File: config.mk
export PLATFORM = sky130hd
export DESIGN_NAME = rtp_hint_sample_validator_core
export DESIGN_NICKNAME = d
export VERILOG_FILES = /design/src/rtl/core/rhsv_pkg.sv /design/src/rtl/core/rhsv_front.sv /design/src/rtl/core/rhsv_back.sv /design/src/rtl/core/rtp_hint_sample_validator_core.sv
export SDC_FILE = /design/constraint.sdc
export NUM_CORES = 1
export LEC_CHECK = 0
export BUFFER_PORTS_ARGS = -buffer_cell sky130_fd_sc_hd__buf_4
export CELL_PAD_IN_SITES_DETAIL_PLACEMENT = 1
export CELL_PAD_IN_SITES_GLOBAL_PLACEMENT = 1
export CORE_UTILIZATION = 35
export CTS_CLUSTER_SIZE = 28
export DETAILED_ROUTE_END_ITERATION = 16
export PLACE_DENSITY = 0.69
export SYNTH_ARGS = -nofsm -noshare
export SYNTH_HDL_FRONTEND = slang
export SYNTH_SLANG_ARGS = --single-unit
export TNS_END_PERCENT = 1
File: constraint.sdc
create_clock -name clk -period 4.1 [get_ports clk]
set_clock_uncertainty 0.1 [all_clocks]
set_input_delay 0.41 -clock clk [delete_from_list [all_inputs] [get_ports clk]]
set_output_delay 0.41 -clock clk [all_outputs]
set_load 0.1 [all_outputs]
File: src/rtl/core/rhsv_pkg.sv
// ----------------------------------------------------------------------------
// rhsv_pkg: shared types and constants of the RTP hint sample validator
// Payload structs, the classified byte token passed from the front end to the
// back end, queue sizing and field limits used by the byte checks.
// ----------------------------------------------------------------------------
package rhsv_pkg;

    // Payload of one input transfer
    typedef struct packed {
        logic [7:0] data_byte;
        logic       first_byte;
    } in_item_t;

    // Payload of one result transfer
    typedef struct packed {
        logic        matched;
        logic [35:0] sample_length;
        logic [34:0] score_exponent;
    } out_item_t;

    // Per-byte check results computed in the front end
    typedef struct packed {
        logic is_zero;    // byte is zero (reserved header bytes)
        logic info_ok;    // version is 2, padding and extension clear
        logic mode_bad;   // entry mode above the highest known mode
        logic len_bad;    // immediate length above the limit
    } byte_flags_t;

    // One classified byte as held in the queue
    typedef struct packed {
        logic [7:0]  data_byte;
        logic        first_byte;
        byte_flags_t flags;
    } token_t;

    // Depth of the queue between front and back end
    localparam int QUEUE_DEPTH = 4;

    // Field limits
    localparam logic [1:0] RTP_VERSION    = 2'd2;
    localparam logic [7:0] MODE_MAX       = 8'd3;
    localparam logic [7:0] MODE_IMMEDIATE = 8'd1;
    localparam logic [7:0] IMM_LEN_MAX    = 8'd14;

    // Score increments of the base-2 likelihood exponent
    localparam logic [34:0] SCORE_BASE   = 35'd16;
    localparam logic [34:0] SCORE_PACKET = 35'd4;
    localparam logic [34:0] SCORE_ENTRY  = 35'd6;

endpackage

File: src/rtl/core/rhsv_front.sv
// ----------------------------------------------------------------------------
// rhsv_front: byte intake, classification and token queue
// Accepts input bytes, evaluates the field checks on each byte and stores the
// resulting tokens in a small register queue toward the back end.
// ----------------------------------------------------------------------------
module rhsv_front
(
    input  logic               clk,
    input  logic               rst_n,
    input  logic               in_valid,
    output logic               in_ready,
    input  rhsv_pkg::in_item_t in_item,
    output logic               tok_valid,
    input  logic               tok_ready,
    output rhsv_pkg::token_t   tok
);

    localparam int PTR_W = (rhsv_pkg::QUEUE_DEPTH > 1) ? $clog2(rhsv_pkg::QUEUE_DEPTH) : 1;
    localparam int CNT_W = $clog2(rhsv_pkg::QUEUE_DEPTH + 1);
    localparam logic [PTR_W-1:0] PTR_LAST = PTR_W'(rhsv_pkg::QUEUE_DEPTH - 1);
    localparam logic [CNT_W-1:0] CNT_FULL = CNT_W'(rhsv_pkg::QUEUE_DEPTH);

    rhsv_pkg::token_t   queue_reg [rhsv_pkg::QUEUE_DEPTH];
    logic [PTR_W-1:0]   wr_ptr_reg, wr_ptr_next;
    logic [PTR_W-1:0]   rd_ptr_reg, rd_ptr_next;
    logic [CNT_W-1:0]   count_reg, count_next;
    rhsv_pkg::token_t   new_tok;
    logic               push, pop;

    // Classify the incoming byte
    always_comb
    begin
        new_tok.data_byte      = in_item.data_byte;
        new_tok.first_byte     = in_item.first_byte;
        new_tok.flags.is_zero  = (in_item.data_byte == 8'd0);
        new_tok.flags.info_ok  = (in_item.data_byte[7:6] == rhsv_pkg::RTP_VERSION) &&
                                 (in_item.data_byte[1:0] == 2'b00);
        new_tok.flags.mode_bad = (in_item.data_byte > rhsv_pkg::MODE_MAX);
        new_tok.flags.len_bad  = (in_item.data_byte > rhsv_pkg::IMM_LEN_MAX);
    end

    assign in_ready  = (count_reg != CNT_FULL);
    assign tok_valid = (count_reg != '0);
    assign tok       = queue_reg[rd_ptr_reg];
    assign push      = in_valid && in_ready;
    assign pop       = tok_valid && tok_ready;

    // Advance pointers and fill count
    always_comb
    begin
        wr_ptr_next = wr_ptr_reg;
        rd_ptr_next = rd_ptr_reg;
        count_next  = count_reg;
        if (push)
        begin
            wr_ptr_next = (wr_ptr_reg == PTR_LAST) ? '0 : wr_ptr_reg + 1'b1;
        end
        if (pop)
        begin
            rd_ptr_next = (rd_ptr_reg == PTR_LAST) ? '0 : rd_ptr_reg + 1'b1;
        end
        if (push && !pop)
        begin
            count_next = count_reg + 1'b1;
        end
        else if (pop && !push)
        begin
            count_next = count_reg - 1'b1;
        end
    end

    always_ff @(posedge clk or negedge rst_n)
    begin
        if (!rst_n)
        begin
            wr_ptr_reg <= '0;
            rd_ptr_reg <= '0;
            count_reg  <= '0;
        end
        else
        begin
            wr_ptr_reg <= wr_ptr_next;
            rd_ptr_reg <= rd_ptr_next;
            count_reg  <= count_next;
        end
    end

    // Store the token at the write slot
    always_ff @(posedge clk)
    begin
        if (push)
        begin
            queue_reg[wr_ptr_reg] <= new_tok;
        end
    end

    a_count_bound: assert property (@(posedge clk) disable iff (!rst_n)
        count_reg <= CNT_FULL)
        else $error("queue fill count above depth");

    a_no_push_full: assert property (@(posedge clk) disable iff (!rst_n)
        (count_reg == CNT_FULL) && !pop |=> (count_reg == CNT_FULL))
        else $error("queue fill count changed while full without a pop");

endmodule

File: src/rtl/core/rhsv_back.sv
// ----------------------------------------------------------------------------
// rhsv_back: sample parser and result register
// Walks the sample header, packet headers and table entries one token per
// cycle unless an untaken result stalls it, keeps byte count and score
// exponent, and issues one result at the first failure or valid sample end.
// ----------------------------------------------------------------------------
module rhsv_back
(
    input  logic                clk,
    input  logic                rst_n,
    input  logic                tok_valid,
    output logic                tok_ready,
    input  rhsv_pkg::token_t    tok,
    output logic                out_valid,
    input  logic                out_ready,
    output rhsv_pkg::out_item_t out_item
);

    typedef enum logic [2:0] {
        PH_IDLE,
        PH_HDR,
        PH_PKT,
        PH_ENT,
        PH_DONE
    } phase_t;

    // Byte positions within the records
    localparam logic [3:0] POS_0        = 4'd0;
    localparam logic [3:0] POS_1        = 4'd1;
    localparam logic [3:0] POS_2        = 4'd2;
    localparam logic [3:0] POS_INFO     = 4'd4;
    localparam logic [3:0] POS_CNT_HIGH = 4'd10;
    localparam logic [3:0] POS_CNT_LOW  = 4'd11;
    localparam logic [3:0] POS_ENT_LAST = 4'd15;

    phase_t              phase_reg, phase_next;
    logic [3:0]          pos_reg, pos_next;
    logic [15:0]         packets_reg, packets_next;
    logic [15:0]         entries_reg, entries_next;
    logic [7:0]          held_reg, held_next;
    logic [7:0]          mode_reg, mode_next;
    logic [36:0]         count_reg, count_next;
    logic [34:0]         score_reg, score_next;
    logic                out_valid_reg, out_valid_next;
    rhsv_pkg::out_item_t result_reg, result_next;

    phase_t              ph;
    logic [3:0]          pos;
    logic                tok_fire;
    logic                emit;
    logic                ok;
    logic                pkt_done;

    assign tok_ready = !out_valid_reg || out_ready;
    assign tok_fire  = tok_valid && tok_ready;
    assign out_valid = out_valid_reg;
    assign out_item  = result_reg;

    // Parse one token
    always_comb
    begin
        phase_next   = phase_reg;
        pos_next     = pos_reg;
        packets_next = packets_reg;
        entries_next = entries_reg;
        held_next    = held_reg;
        mode_next    = mode_reg;
        count_next   = count_reg;
        score_next   = score_reg;
        emit         = 1'b0;
        ok           = 1'b0;
        pkt_done     = 1'b0;
        ph           = phase_reg;
        pos          = pos_reg;

        if (tok_fire)
        begin
            // restart on the first byte of a candidate
            if (tok.first_byte)
            begin
                ph           = PH_HDR;
                phase_next   = PH_HDR;
                pos          = '0;
                packets_next = '0;
                entries_next = '0;
                held_next    = '0;
                mode_next    = '0;
                count_next   = '0;
                score_next   = '0;
            end

            if (ph == PH_HDR || ph == PH_PKT || ph == PH_ENT)
            begin
                count_next = count_next + 1'b1;
                pos_next   = pos + 1'b1;
                unique case (ph)
                    PH_HDR:
                    begin
                        if (pos == POS_0)
                        begin
                            held_next = tok.data_byte;
                        end
                        else if (pos == POS_1)
                        begin
                            packets_next = {held_reg, tok.data_byte};
                        end
                        else if (pos == POS_2)
                        begin
                            if (!tok.flags.is_zero)
                            begin
                                emit = 1'b1;
                            end
                        end
                        else
                        begin
                            if (!tok.flags.is_zero)
                            begin
                                emit = 1'b1;
                            end
                            else
                            begin
                                score_next = rhsv_pkg::SCORE_BASE;
                                pos_next   = '0;
                                if (packets_reg == '0)
                                begin
                                    emit = 1'b1;
                                    ok   = 1'b1;
                                end
                                else
                                begin
                                    phase_next = PH_PKT;
                                end
                            end
                        end
                    end
                    PH_PKT:
                    begin
                        if (pos == POS_INFO)
                        begin
                            if (!tok.flags.info_ok)
                            begin
                                emit = 1'b1;
                            end
                        end
                        else if (pos == POS_CNT_HIGH)
                        begin
                            held_next = tok.data_byte;
                        end
                        else if (pos == POS_CNT_LOW)
                        begin
                            entries_next = {held_reg, tok.data_byte};
                            score_next   = score_reg + rhsv_pkg::SCORE_PACKET;
                            pos_next     = '0;
                            if ({held_reg, tok.data_byte} == 16'd0)
                            begin
                                pkt_done = 1'b1;
                            end
                            else
                            begin
                                phase_next = PH_ENT;
                            end
                        end
                    end
                    PH_ENT:
                    begin
                        if (pos == POS_0)
                        begin
                            mode_next = tok.data_byte;
                            if (tok.flags.mode_bad)
                            begin
                                emit = 1'b1;
                            end
                        end
                        else if (pos == POS_1)
                        begin
                            if (mode_reg == rhsv_pkg::MODE_IMMEDIATE && tok.flags.len_bad)
                            begin
                                emit = 1'b1;
                            end
                        end
                        else if (pos == POS_ENT_LAST)
                        begin
                            score_next   = score_reg + rhsv_pkg::SCORE_ENTRY;
                            entries_next = entries_reg - 1'b1;
                            pos_next     = '0;
                            if (entries_reg == 16'd1)
                            begin
                                pkt_done = 1'b1;
                            end
                        end
                    end
                    default:
                    begin
                        phase_next = phase_reg;
                    end
                endcase

                // close the packet: finish the sample or start the next packet
                if (pkt_done)
                begin
                    packets_next = packets_reg - 1'b1;
                    pos_next     = '0;
                    if (packets_reg == 16'd1)
                    begin
                        emit = 1'b1;
                        ok   = 1'b1;
                    end
                    else
                    begin
                        phase_next = PH_PKT;
                    end
                end

                if (emit)
                begin
                    phase_next = PH_DONE;
                end
            end
        end
    end

    // Build the result and manage the output register
    always_comb
    begin
        result_next.matched        = ok;
        result_next.sample_length  = ok ? count_next[35:0] : 36'd0;
        result_next.score_exponent = ok ? score_next : 35'd0;
        out_valid_next = out_valid_reg;
        if (emit)
        begin
            out_valid_next = 1'b1;
        end
        else if (out_ready)
        begin
            out_valid_next = 1'b0;
        end
    end

    // Hold parser state and the result register
    always_ff @(posedge clk or negedge rst_n)
    begin
        if (!rst_n)
        begin
            phase_reg     <= PH_IDLE;
            pos_reg       <= '0;
            packets_reg   <= '0;
            entries_reg   <= '0;
            held_reg      <= '0;
            mode_reg      <= '0;
            count_reg     <= '0;
            score_reg     <= '0;
            out_valid_reg <= 1'b0;
            result_reg    <= '0;
        end
        else
        begin
            phase_reg     <= phase_next;
            pos_reg       <= pos_next;
            packets_reg   <= packets_next;
            entries_reg   <= entries_next;
            held_reg      <= held_next;
            mode_reg      <= mode_next;
            count_reg     <= count_next;
            score_reg     <= score_next;
            out_valid_reg <= out_valid_next;
            if (emit)
            begin
                result_reg <= result_next;
            end
        end
    end

    a_fail_zero: assert property (@(posedge clk) disable iff (!rst_n)
        out_valid_reg && !result_reg.matched |->
            (result_reg.sample_length == '0) && (result_reg.score_exponent == '0))
        else $error("failure result carries nonzero length or score");

    a_match_floor: assert property (@(posedge clk) disable iff (!rst_n)
        out_valid_reg && result_reg.matched |->
            (result_reg.sample_length >= 36'd4) &&
            (result_reg.score_exponent >= rhsv_pkg::SCORE_BASE))
        else $error("matched result below the minimum length or score");

    a_emit_done: assert property (@(posedge clk) disable iff (!rst_n)
        emit |=> (phase_reg == PH_DONE) && out_valid_reg)
        else $error("result issued without entering the done phase");

    a_no_overrun: assert property (@(posedge clk) disable iff (!rst_n)
        out_valid_reg && !out_ready |-> !emit)
        else $error("new result would overwrite an untaken result");

endmodule

File: src/rtl/core/rtp_hint_sample_validator_core.sv
// ----------------------------------------------------------------------------
// rtp_hint_sample_validator_core: RTP hint sample validator, top level
// Checks a candidate hint sample streamed one byte per transfer and reports
// match, byte length and base-2 score exponent at most once per candidate.
// ----------------------------------------------------------------------------
// The block takes one byte per clock cycle, back to back, as long as the
// result side keeps up: the front end classifies each byte and pushes it into
// a four-entry token queue, and the back end parses one token per cycle. A
// result is registered in the output register after the byte that decides
// it has passed the token queue and the parse step; while that result waits
// to be taken the queue keeps absorbing up to four more bytes. The sustained
// rate of one byte per cycle is set by the parse step of the back end.
module rtp_hint_sample_validator_core
(
    input  logic                clk,
    input  logic                rst_n,
    input  logic                in_valid,
    output logic                in_ready,
    input  rhsv_pkg::in_item_t  in_item,
    output logic                out_valid,
    input  logic                out_ready,
    output rhsv_pkg::out_item_t out_item
);

    logic             tok_valid;
    logic             tok_ready;
    rhsv_pkg::token_t tok;

    rhsv_front u_front
    (
        .clk       (clk),
        .rst_n     (rst_n),
        .in_valid  (in_valid),
        .in_ready  (in_ready),
        .in_item   (in_item),
        .tok_valid (tok_valid),
        .tok_ready (tok_ready),
        .tok       (tok)
    );

    rhsv_back u_back
    (
        .clk       (clk),
        .rst_n     (rst_n),
        .tok_valid (tok_valid),
        .tok_ready (tok_ready),
        .tok       (tok),
        .out_valid (out_valid),
        .out_ready (out_ready),
        .out_item  (out_item)
    );

endmodule

* Word-level counts from Yosys, hierarchy flattened
Memories as Yosys holds them, arrays and structs flattened. Index checks and enable logic that the tools add are counted.
Operators by class: add/subtract/negate cells 10, $lt $le $gt $ge 2, eq/ne operators 16, muxes and demuxes 122, reductions and logical operators 21
Operators by type and width (number):
- $mux 35 | 14
- $mux 16 | 14
- $mux 37 | 3
- $pmux 35 s3 | 1
- $mux 36 | 2
- $mux 8 | 9
- $add 35x3->35 const B | 2
- $mux 4 | 13
- $mux 3 | 17
- $mux 1 | 41
- $add 37x1->37 const B | 1
- $eq 16x1->1 const B | 2
- $logic_not 16->1 | 2
- $pmux 16 s2 | 1
- $sub 16x1->16 const B | 2
- $pmux 8 s2 | 1
- $eq 4x4->1 const B | 3
- $pmux 4 s3 | 1
- $pmux 3 s3 | 1
- $eq 8x1->1 const B | 1
- $gt 8x2->1 const B | 1
- $gt 8x4->1 const B | 1
- $logic_not 8->1 | 1
- $eq 2x2->1 const B | 3
- 21 further kinds | 34
Storage, ports and cells: register bits after elaboration 207, memory bits (writable) 52, input bits 13, output and inout port bits 74, word-level logic and storage cells 188, memories kept 1
Memories:
- u_front.queue_reg | words 4, width 13, read ports 1, clocked after Yosys merged registers in 0, write ports 1, RTL line rhsv_front.sv:23 | rhsv_pkg::token_t queue_reg [rhsv_pkg::QUEUE_DEPTH];

* Depth between registers and ports, before layout
Gate-level depths: netlist of the first run.
depth after elaboration 17, mapped depth 18, mapped depth without buffers 12

* By module
From an unflattened synthesis of the first run, not the netlist that was laid out.
Second synthesis, totals: cell total of the unflattened synthesis 1335, area, all modules 13264.0 µm²
Modules (own cells, without submodules):
- rhsv_back | instances 1, cells an instance 1225, area an instance 10918.0 µm², sequential area each 4979.8 µm²
- rhsv_front | instances 1, cells an instance 110, area an instance 2346.0 µm², sequential area each 1736.7 µm²

* Least setup slack after synthesis of the first run
OpenSTA, ideal clock, no wires.
kind register to register, start point register u_front.rd_ptr_reg[1], end point register u_back.result_reg, in the netlist u_back.out_item[24], setup time 122 ps, arrival 3874 ps, required time 3878 ps, setup slack 4 ps, cell stages (with the launch flop) 16, buffers on the path 4, clock period less this slack 4096 ps, cells stage by stage dfrtp_1 -> clkbuf_1 -> mux2_2 -> mux2i_2 -> clkbuf_1 -> nand2_1 -> ha_1 -> or3_1 -> clkbuf_1 -> a2111oi_2 -> o21ai_1 -> a21boi_2 -> buf_2 -> nor3_1 -> nor2_1 -> a22o_1
Between the ends: elaborated cells between the ends (all ways) 71, those cells by class eq/ne: 9; mux: 56; reduce/logical: 5; memory: 1
RTL lines:
- from (decl) | RTL line rhsv_front.sv:25 | logic [PTR_W-1:0] rd_ptr_reg, rd_ptr_next;
- from (signal assigned) | RTL line rhsv_front.sv:83 | rd_ptr_reg <= rd_ptr_next;
- $mem_v2 4x13 (*)
- $mux 4 | RTL line rhsv_back.sv:79 | if (tok.first_byte)
- $mux 4 | RTL line rhsv_back.sv:76 | if (tok_fire)
- $eq 4x4->1, or another cell as far along | RTL line rhsv_back.sv:181 | else if (pos == POS_ENT_LAST)
- $mux 35 (on tied branches) | RTL line rhsv_back.sv:181, rhsv_back.sv:107, rhsv_back.sv:149
- $mux 35 (on tied branches) | RTL line rhsv_back.sv:174, rhsv_back.sv:103, rhsv_back.sv:145
- $mux 35 (on tied branches) | RTL line rhsv_back.sv:166, rhsv_back.sv:99, rhsv_back.sv:138
- $pmux 35 s3 | RTL line rhsv_back.sv:96 | unique case (ph)
- $mux 35 (*) | RTL line rhsv_back.sv:92 | if (ph == PH_HDR || ph == PH_PKT || ph == PH_ENT)
- $mux 35 (*) | RTL line rhsv_back.sv:76
- named net u_back.score_next[24] | RTL line rhsv_back.sv:43 | logic [34:0] score_reg, score_next;
- $mux 35 (*) | RTL line rhsv_back.sv:227 | result_next.score_exponent = ok ? score_next : 35'd0;
- to (signal assigned) | RTL line rhsv_back.sv:268 | result_reg <= result_next;
- to (decl) | RTL line rhsv_back.sv:45 | rhsv_pkg::out_item_t result_reg, result_next;
Mark *: on every way through the listed nets, which the timed path passes. The rest lies on a longest branch. The select of a mux whose other input is x is not followed. A chain may end at the register's enable or synchronous reset.

* Final worst setup path of the first run
start point register u_front.rd_ptr_reg[1], end point register u_back.result_reg, in the netlist u_back.out_item[4]
Between the ends: longest elaborated chain between the ends 15, elaborated cells between the ends (all ways) 71, those cells by class eq/ne: 9; mux: 56; reduce/logical: 5; memory: 1
Ends and longest elaborated chain:
- $mem_v2 4x13 (*)
- $mux 4 | RTL line rhsv_back.sv:79
- $mux 4 | RTL line rhsv_back.sv:76
- $eq 4x4->1 (on tied branches) | RTL line rhsv_back.sv:181, rhsv_back.sv:149
- $mux 1 (on tied branches) | RTL line rhsv_back.sv:181, rhsv_back.sv:149
- $mux 1 (on tied branches) | RTL line rhsv_back.sv:174, rhsv_back.sv:145
- $mux 1 (on tied branches) | RTL line rhsv_back.sv:166, rhsv_back.sv:138
- $pmux 1 s2 | RTL line rhsv_back.sv:96
- $mux 1 | RTL line rhsv_back.sv:92
- $mux 1 | RTL line rhsv_back.sv:76
- $mux 1 | RTL line rhsv_back.sv:199 | if (pkt_done)
- $mux 1 | RTL line rhsv_back.sv:92
- $mux 1 | RTL line rhsv_back.sv:76
- $mux 1 | RTL line rhsv_back.sv:92
- $mux 1 | RTL line rhsv_back.sv:76
Mark *: on every way between the ends. The rest lies on a longest branch, timed or not. The select of a mux whose other input is x is not followed.

==> results of run 1 <==
power breakdown:
group	internal [uW]	total, uW	switching [uW]
clock network	1660	2780	1120
logic	972	3070	2100
registers	2930	3190	258
worst max-delay path, cell delays in order (launching register included):
cell	delay [ns]
dfrtp_1	0.38
mux2_2	0.39
mux2i_2	0.26
buf_4	0.20
nand2_1	0.11
inv_1	0.12
ha_1	0.22
nand2_1	0.23
nor2_1	0.26
nand2_1	0.25
o21ai_4	0.24
buf_6	0.24
nand2_1	0.13
a21oi_4	0.17
buf_12	0.27
a22o_1	0.19
synthesized netlist by cell type (23+ instances only):
library cell and number:
nand2_1 152, dfrtp_1 206, inv_1 26, nand3_1 53, xor2_1 26, a22o_1 79
nor2_1 63, a31oi_1 25, and3_1 23, edfxtp_1 52, nor3_1 32, o21ai_0 93
clkbuf_1 41, nand4_1 23, a21oi_1 53
area by class of cell:
cell class | instances | share of cell area, %
Tap cell | 455 | 3.84
Clock inverter | 20 | 1.70
Multi-Input combinational cell | 843 | 36.4
Inverter | 26 | 0.658
Sequential cell | 258 | 45.3
Timing Repair Buffer | 127 | 6.94
Clock buffer | 34 | 5.16
through the flow:
step | std cells | setup WS, ns | power, uW | utilization [%] | area, um2
final | 1763 | 0.213 | 9040 | 42.5 | 14800
after global routing | 1763 | -0.0244 | 9510 | 42.5 | 14800
after CTS | 1763 | 0.186 | 9110 | 42.5 | 14800
after detailed placement | 1699 | 0.213 | 6300 | 39.3 | 13700
after global placement | 1699 | 0.380 | 6200 | 39.3 | 13700
after floorplan | 1191 | 0.00385 | 5260 | - | 12500
placed cells by master (no fill, tap or decap), types with 10 or more instances in the layout:
cell type / synthesis / routed
edfxtp_1: 52 / 52
dlygate4sd3_1: 0 / 10
a31oi_1: 25 / 25
ha_1: 19 / 19
a22oi_1: 13 / 13
mux4_2: 13 / 13
dfrtp_1: 206 / 206
nand3_1: 53 / 53
nor4_1: 15 / 15
and2_1: 13 / 13
xnor2_1: 11 / 11
buf_4: 0 / 111
o21ai_0: 93 / 93
inv_1: 26 / 26
nand2_1: 152 / 152
a22o_1: 79 / 79
nor3_1: 32 / 31
a21oi_1: 53 / 53
nand4_1: 23 / 23
xor2_1: 26 / 26
nor2_1: 63 / 62
and3_1: 23 / 23
clkbuf_16: 0 / 29
timing repair:
item	in CTS	in global routing
setup endpoints to repair	0	71
hold buffers	10	0
resized for setup	0	3
endpoints found under the hold margin	134	0
layer usage:
metal	global-route usage [%]	wire length [um]
met1	27.5	16700
met2	32.9	17100
met3	2.22	1320
met4	5.71	788
met5	0	0
worst min path at each step:
stage / from / slack, ns / to / cells after the start
2_1_floorplan: rst_n / 0.01 / u_back.count_reg[0] / 0
3_3_place_gp: u_back.out_item[71] / 0.37 / u_back.out_item[71] / 1
3_5_place_dp: u_front.count_reg[2] / 0.39 / u_front.count_reg[2] / 1
4_1_cts: out_ready / 0.03 / u_back.out_valid / 3
5_1_grt: out_ready / 0.05 / u_back.out_valid / 3
6_report: out_ready / 0.04 / u_back.out_valid / 3
cells by family after synthesis:
| group | share of synthesized area [%] |
|---|---|
| adders and majority gates | 2.06 |
| muxes | 3.13 |
| DFF | 53.7 |
| buffers and inverters | 3.38 |
| AOI/OAI and AO/OA | 18.8 |
| xor gates and xnor gates | 2.59 |
| and+or+nand+nor | 16.4 |
==> impl_metrics.py, run 1 <==
metrics = {
    "status": {
        "status": "finished, final reports clean",
    },
    "synth": {
        "synthDistinctLibCells": 73,
        "synth_area_leaders": "dfrtp_1 41%, edfxtp_1 12%, a22o_1 5.5%",
        "synthesis.nets": 1224,
        "syn_area_um2": 12500,
        "yosysWarnings": 0,
        "syn_inst": 1191,
        "ys_seq_area_share_pct": 53.7,
        "syn_area_per_cell_um2": 10.5,
        "synth_async_sr_flop_share_pct": 79.8,
        "synth_edf_count": 52,
        "synth-seq-cells": 258,
        "yosys.area.top_type": "dfrtp_1",
        "yosys_most_used_dff": "dfrtp_1",
        "synth_top_area_share_pct": 41.2,
    },
    "global_routing": {
        "grt_max_degree": 101,
        "antenna_found_initial": 0,
        "first_global_vias": 10500,
        "overflow": 0,
        "track_usage_pct": 19.9,
        "grt_pass1_wl_mm": 58.2,
    },
    "power_and_ir_drop": {
        "power_leakage_uw": 0.00627,
        "vdd_ir_drop_max_mv": 0.390,
        "powerDensity_nw_per_um2": 609,
    },
    "floorplanning": {
        "coreArea_um2": 34900,
        "io_pins": 87,
        "die_h_um": 191,
        "start_util_pct": 35.9,
        "die_w_um": 191,
        "rows": 68,
        "die_area_um2": 36500,
    },
    "timing": {
        "rsz0062_at_grt": "yes",
        "hold_viol": 0,
        "period_needed_ns": 3.89,
        "fin_crit_sh_pct": 94.8,
        "tns_ns": 0,
        "timing.final.max_slew_violations": 0,
        "timing.fmax_mhz": 257,
        "setup-violations-final": 0,
        "tightest_slew_ns": 0.982,
        "hold_ws_ns": 0.0434,
        "slew_headroom_pct": 34.0,
    },
    "cells_and_area": {
        "multi_input_area_um2": 5400,
        "area_growth_pct": 18.5,
        "insertedDiodeCount": 0,
        "nets": 1318,
        "largest_reg_flops": 72,
        "fill_cells": 3879,
        "drive_above_1_share_pct": 15.3,
        "regArea_um2": 6720,
    },
    "min_path": {
        "hp-class": "input pin to flip-flop",
    },
    "drt": {
        "detail_route.vias_per_cell": 5.70,
        "wl_per_cell_um": 20.4,
        "drc": 0,
        "vias": 10000,
        "wirelength_mm": 35.9,
        "antenna_left": 0,
        "drtIter0Drc": 533,
        "firstDrtPassIters": 5,
    },
    "clocking": {
        "cts_buffers": 29,
        "clock-sinks": 258,
        "clk_latency_ns": 0.56,
        "cts.path.max_buffers": 3,
        "clk_pin_slew_ns": 0.06,
        "root_buffer": "clkbuf_16",
        "h-tree-depth": 1,
        "post_cts_buffers": 0,
        "cts_tree": "built",
    },
    "place": {
        "gp_congestion": 0.850,
        "port_buffers": 86,
        "post-dp-hpwl_mm": 23.9,
    },
    "setup_path": {
        "critPathCaptureType": "flip-flop",
        "cp-startpoint": "u_front.rd_ptr_reg[1]",
        "required_ns": 4.49,
        "r2r_end": "u_back.out_item[4]",
        "critical_path_class": "flip-flop to flip-flop",
        "r2r_slack_ns": 0.21,
        "crit_path_end": "u_back.out_item[4]",
        "critPathMaxFanout": 59,
        "cp-start-kind": "flip-flop",
        "r2r-start": "u_front.rd_ptr_reg[1]",
        "cp_data_arrival_time_ns": 4.28,
        "reg2reg_depth": 15,
    },
    "flow_run": {
        "cap_violations": 0,
    },
}
(Power assumes the default switching activity.)
==> inputs of run 2 (changes only) <==
--- a/config.mk
+++ b/config.mk
@@ -11,7 +11,7 @@
 export CORE_UTILIZATION = 35
 export CTS_CLUSTER_SIZE = 28
 export DETAILED_ROUTE_END_ITERATION = 16
-export PLACE_DENSITY = 0.69
+export PLACE_DENSITY = 0.7
 export SYNTH_ARGS = -nofsm -noshare
 export SYNTH_HDL_FRONTEND = slang
 export SYNTH_SLANG_ARGS = --single-unit
==> run 2 against run 1 <==
  * Design area is 0.15% lower
  * Sequential power is essentially flat
  * Clock-buffer cell count up 5
  * Register-to-register slack better by 0.05 ns
  * Via count about the same
  * Fmax up 1.3%
  * Critical path depth unchanged
  * Core utilization fell by 0.065 points
  * Setup slack gained 0.048 ns
  * Critical path type unchanged
  * Critical endpoint is now u_back.out_item[1]
  * Largest power group unchanged
==> impl_metrics.py, run 2 (synthesis results as in run 1) <==
metrics = {
    "status": {
        "status": "finished, final reports clean",
    },
    "timing": {
        "hold_ws_ns": 0.0712,
        "fin_crit_sh_pct": 93.6,
        "hold_viol": 0,
        "period_needed_ns": 3.84,
        "setup-violations-final": 0,
        "tightest_slew_ns": 1.07,
        "timing.fmax_mhz": 261,
        "slew_headroom_pct": 27.8,
        "timing.final.max_slew_violations": 0,
        "rsz0062_at_grt": "no",
        "tns_ns": 0,
        "setup_ws_ns": 0.262,
    },
    "cells_and_area": {
        "area_growth_pct": 18.3,
        "layout.cells.most_common": "dfrtp_1",
        "fin_area_um2": 14800,
        "insertedDiodeCount": 0,
        "largest_reg_flops": 72,
        "nets": 1319,
        "mostFrequentLayoutCells": "206 x dfrtp_1, 152 x nand2_1, 112 x buf_4",
        "drive_above_1_share_pct": 15.0,
        "final_core_util_pct": 42.4,
    },
    "drt": {
        "detail_route.vias_per_cell": 5.70,
        "antenna_left": 0,
        "vias": 10000,
        "drc": 0,
        "wl_per_cell_um": 20.4,
        "firstDrtPassIters": 4,
        "wirelength_mm": 35.9,
        "drtIter0Drc": 518,
    },
    "power_and_ir_drop": {
        "powerDensity_nw_per_um2": 604,
        "power_leakage_uw": 0.00624,
        "vdd_ir_drop_max_mv": 0.426,
    },
    "setup_path": {
        "cp.depth": 15,
        "r2r_end": "u_back.out_item[1]",
        "crit_path_end": "u_back.out_item[1]",
        "critPathMaxFanout": 36,
        "r2r_slack_ns": 0.26,
        "worst-path-buf-inv": 4,
        "critPathCaptureType": "flip-flop",
        "crit_path_frequent_cell": "nand2_1",
        "reg2reg_depth": 15,
        "required_ns": 4.50,
        "cp-startpoint": "u_front.rd_ptr_reg[1]",
        "crit_family": "simple AND/OR/NAND/NOR gates",
        "cpMaxStageDelayCell": "dfrtp_1",
        "cp_data_arrival_time_ns": 4.24,
        "r2r-start": "u_front.rd_ptr_reg[1]",
        "critical_path_class": "flip-flop to flip-flop",
        "cp_cell_sequence": "mux2_2 > mux2i_2 > buf_4 > nand2_1 > inv_1 > ha_1 > nand2_1 > nor2_1 > nand2_1 > o21ai_4 > buf_6 > nand2_1 > a21oi_4 > clkbuf_16 > a22o_1",
        "cp-start-kind": "flip-flop",
        "slowest_delay_ns": 0.38,
    },
    "floorplanning": {
        "coreArea_um2": 34900,
        "die_w_um": 191,
        "rows": 68,
        "die_h_um": 191,
        "io_pins": 87,
        "start_util_pct": 35.9,
        "die_area_um2": 36500,
    },
    "clocking": {
        "cts.path.max_buffers": 3,
        "cts_tree": "built",
        "clk_pin_slew_ns": 0.06,
        "root_buffer": "clkbuf_16",
        "cts_buffers": 28,
        "h-tree-depth": 1,
        "clock-sinks": 258,
        "clk_latency_ns": 0.56,
        "post_cts_buffers": 0,
    },
    "global_routing": {
        "grt_max_degree": 93,
        "overflow": 0,
        "grt_pass1_wl_mm": 58.4,
        "first_global_vias": 10600,
        "track_usage_pct": 20.0,
        "antenna_found_initial": 0,
    },
    "place": {
        "pre_cts_ws_ns": 0.227,
        "port_buffers": 86,
        "gp_congestion": 0.855,
        "post_dp_cell_area_um2": 13700,
        "post-dp-hpwl_mm": 23.8,
    },
    "flow_run": {
        "cap_violations": 0,
    },
    "min_path": {
        "hp-class": "input pin to flip-flop",
    },
}
[run 2: cell count changes in the layout (fill, tap and decap cells not counted), sizes merged]
| cell | previous run | this run |
|---|---|---|
| clkinv | 12 | 4 |
| bufinv | 5 | 4 |
| inv | 28 | 26 |
| buf | 116 | 117 |
| clkbuf | 35 | 41 |
| clkinvlp | 1 | 3 |
[run 2: worst min path at each step]
stage / from / to / depth (start not counted)
final: out_ready / u_back.out_valid / 3
after global routing: out_ready / u_back.out_valid / 3
after CTS: out_ready / u_back.out_valid / 3
after detailed placement: u_back.out_item[71] / u_back.out_item[71] / 1
after global placement: u_back.out_item[71] / u_back.out_item[71] / 1
after floorplan: rst_n / u_back.count_reg[0] / 0
[run 2: area by class of cell]
class | instances | area, um2
fill | 3904 | 20100
sequential | 258 | 6720
multi-input combinational | 843 | 5400
timing repair buffer | 129 | 1060
clock buffer | 39 | 792
tap | 455 | 569
clock inverter | 11 | 170
inverter | 26 | 97.6
[run 2: what timing repair did]
item,in CTS,in global routing
endpoints found under the setup margin,0,71
hold endpoints to repair,126,0
hold buffers,10,0
resized for setup,0,7
[run 2: report_power, final]
part	leakage, uW	switching (uW)	total [uW]	internal [uW]
Combinational	0.00248	2100	3100	998
Clock	0.000457	1060	2650	1590
Sequential	0.00330	266	3200	2930
[run 2: worst min-delay path, stage by stage]
cell      delay, ns
buf_4          0.08
nor2b_1        0.05
nand2b_1       0.14
[run 2: through the flow]
stage / total power (uW) / std cells
global placement: 6250 / 1700
detailed placement: 6340 / 1700
finish: 8950 / 1761
global route: 9460 / 1761
CTS: 9040 / 1760
floorplan: 5260 / 1191
[run 2: metal layers]
layer  vias to the layer above  global-route usage [%]  routed length (um)
li1                       4650                       -                   -
met4                         0                    5.74                 785
met1                      5180                    26.8               16600
met3                        48                    2.81                1280
met2                       157                    33.3               17300
met5                         -                       0                   0
==> inputs of run 3 (changes only) <==
--- a/config.mk
+++ b/config.mk
@@ -11,8 +11,10 @@
 export CORE_UTILIZATION = 35
 export CTS_CLUSTER_SIZE = 28
 export DETAILED_ROUTE_END_ITERATION = 16
-export PLACE_DENSITY = 0.7
+export PLACE_DENSITY = 0.71
+export SKIP_CTS_REPAIR_TIMING = 1
 export SYNTH_ARGS = -nofsm -noshare
 export SYNTH_HDL_FRONTEND = slang
+export SYNTH_HIERARCHICAL = 1
 export SYNTH_SLANG_ARGS = --single-unit
 export TNS_END_PERCENT = 1
==> run 3 against run 2 <==
  * First-iteration DRC count increased by 36%
  * Highest routed layer unchanged
  * Combinational power increased by 28%
  * Clock power increased by 4%
  * Routed wire length increased by 15%
  * Cell count increased by 11%
  * Largest power group is now combinational logic
  * Setup slack improved by 0.13 ns
  * Critical path depth decreased by 5
  * Critical path type unchanged
  * Sequential power about the same
  * Sequential cell count unchanged
  * Fmax increased by 3.6%
  * Hold slack got worse by 0.061 ns
==> impl_metrics.py, run 3 <==
metrics = {
    "flow_run": {
        "cap_violations": 0,
    },
    "cells_and_area": {
        "largest_reg_flops": 72,
        "drive_above_1_share_pct": 16.4,
        "nets": 1455,
        "mostFrequentLayoutCells": "206 x dfrtp_1, 167 x nand2_1, 128 x buf_4",
        "area_growth_pct": 18.2,
        "fin_area_um2": 15700,
        "layout.cells.most_common": "dfrtp_1",
        "insertedDiodeCount": 0,
    },
    "setup_path": {
        "critPathMaxFanout": 38,
        "required_ns": 4.44,
        "r2r_slack_ns": 0.39,
        "cp-start-kind": "flip-flop",
        "cp_data_arrival_time_ns": 4.05,
        "cp-startpoint": "u_front/rd_ptr_reg[0]",
        "critical_path_class": "flip-flop to flip-flop",
        "critPathCaptureType": "flip-flop",
        "r2r-start": "u_front/rd_ptr_reg[0]",
    },
    "floorplanning": {
        "die_area_um2": 38700,
        "die_h_um": 197,
        "rows": 70,
        "io_pins": 87,
        "coreArea_um2": 37000,
        "start_util_pct": 35.9,
        "die_w_um": 197,
    },
    "synth": {
        "syn_inst": 1335,
        "synthTopCellsByCount": "206 x dfrtp_1, 167 x nand2_1, 116 x o21ai_0",
        "yosysMostFrequentCell": "dfrtp_1",
        "synthDistinctLibCells": 81,
        "yosysWarnings": 6,
        "synth_async_sr_flop_share_pct": 79.8,
        "synth_edf_count": 52,
        "ys_seq_area_share_pct": 50.6,
        "yosys.area.top_type": "dfrtp_1",
        "syn_area_per_cell_um2": 9.94,
        "synthesis.nets": 1368,
        "synth-seq-cells": 258,
        "syn_area_um2": 13300,
        "yosys_most_used_dff": "dfrtp_1",
        "synth_top_area_share_pct": 38.9,
        "synth_area_leaders": "dfrtp_1 39%, edfxtp_1 12%, nand2_1 4.7%",
    },
    "status": {
        "status": "finished, final reports clean",
    },
    "clocking": {
        "cts_tree": "built",
        "cts_buffers": 29,
        "h-tree-depth": 1,
        "clk_pin_slew_ns": 0.06,
        "root_buffer": "clkbuf_16",
        "clk_latency_ns": 0.57,
        "cts.path.max_buffers": 3,
        "clock-sinks": 258,
    },
    "global_routing": {
        "track_usage_pct": 21.4,
        "antenna_found_initial": 0,
        "first_global_vias": 11500,
        "overflow": 0,
        "grt_pass1_wl_mm": 66.0,
        "grt_max_degree": 93,
    },
    "drt": {
        "wl_per_cell_um": 21.1,
        "firstDrtPassIters": 5,
        "detail_route.vias_per_cell": 5.71,
        "wirelength_mm": 41.2,
        "antenna_left": 0,
        "drtIter0Drc": 702,
        "vias": 11100,
        "drc": 0,
    },
    "timing": {
        "timing.fmax_mhz": 270,
        "setup-violations-final": 0,
        "period_needed_ns": 3.71,
        "slew_headroom_pct": 45.4,
        "fin_crit_sh_pct": 90.4,
        "rsz0062_at_grt": "no",
        "tightest_slew_ns": 0.811,
        "timing.final.max_slew_violations": 0,
        "tns_ns": 0,
        "hold_viol": 0,
    },
    "place": {
        "post-dp-hpwl_mm": 28.3,
        "port_buffers": 86,
        "post_dp_cell_area_um2": 14600,
        "gp_congestion": 0.880,
    },
    "power_and_ir_drop": {
        "power_leakage_uw": 0.00648,
        "powerDensity_nw_per_um2": 634,
        "vdd_ir_drop_max_mv": 0.366,
    },
    "min_path": {
        "hold_start": "in_item[2]",
        "hp-class": "input pin to flip-flop",
    },
}
-- run 3: critical path, stage by stage (launching register included) --
cell,delay (ns)
dfrtp_1,0.37
mux4_2,0.54
buf_4,0.23
buf_4,0.28
nor2b_1,0.25
ha_1,0.27
and3_1,0.21
nand4_1,0.23
or4_1,0.60
xnor2_1,0.36
o31ai_2,0.13
-- run 3: path summary, 6_finish.rpt --
kind                                                end  cells after the start
min in group asynchronous           u_back/out_item[16]                      2
max in group asynchronous           u_back/out_item[62]                      3
worst max register to register      u_back/out_item[65]                     10
worst min-delay path            u_front/queue_reg[2][6]                      1
worst max-delay path                u_back/out_item[65]                     10
worst min register to register      u_back/out_item[71]                      1
-- run 3: layer usage --
metal | up-vias | part of all wire [%] | track usage (%)
li1 | 5121 | - | -
met1 | 5691 | 47 | 30.0
met2 | 243 | 47 | 34.7
met3 | 65 | 3.7 | 2.52
met4 | 0 | 2.4 | 6.37
met5 | - | 0 | 0
-- run 3: kinds of logic (layout without fill, tap and decap cells) --
group	Yosys count	after routing	synth area share, %
multiplexers	19	19	2.71
adder cells (fa/ha/maj)	20	20	1.94
buffers and inverters	128	237	4.09
AO/OA/AOI/OAI	369	369	18.9
XOR/XNOR	47	47	3.10
AND/OR/NAND/NOR	494	494	18.6
flip-flops	258	258	50.6
-- run 3: layout make-up --
class                           count  area [um2]
Fill cell                        4145       21300
Sequential cell                   258        6720
Multi-Input combinational cell    949        6030
Timing Repair Buffer              142        1140
Clock buffer                       33         751
Tap cell                          504         631
Clock inverter                     20         253
Inverter                           42         158
-- run 3: power by group --
group | switching (uW) | total, uW | internal (uW)
Clock | 1120 | 2750 | 1640
Combinational | 2760 | 3970 | 1210
Sequential | 279 | 3210 | 2930
Total | 4160 | 9930 | 5780
-- run 3: metrics by stage --
stage | hold WS [ns] | setup slack (ns) | util (%) | cells | total power, uW
after floorplan | 0.0144 | 0.00493 | - | 1335 | 5810
after global placement | 0.366 | 0.470 | 39.5 | 1886 | 7110
after detailed placement | 0.379 | 0.416 | 39.5 | 1886 | 7200
after CTS | -0.175 | 0.398 | 42.2 | 1939 | 10000
after global routing | 0.00217 | 0.161 | 42.4 | 1948 | 10500
final | 0.00991 | 0.394 | 42.4 | 1948 | 9930
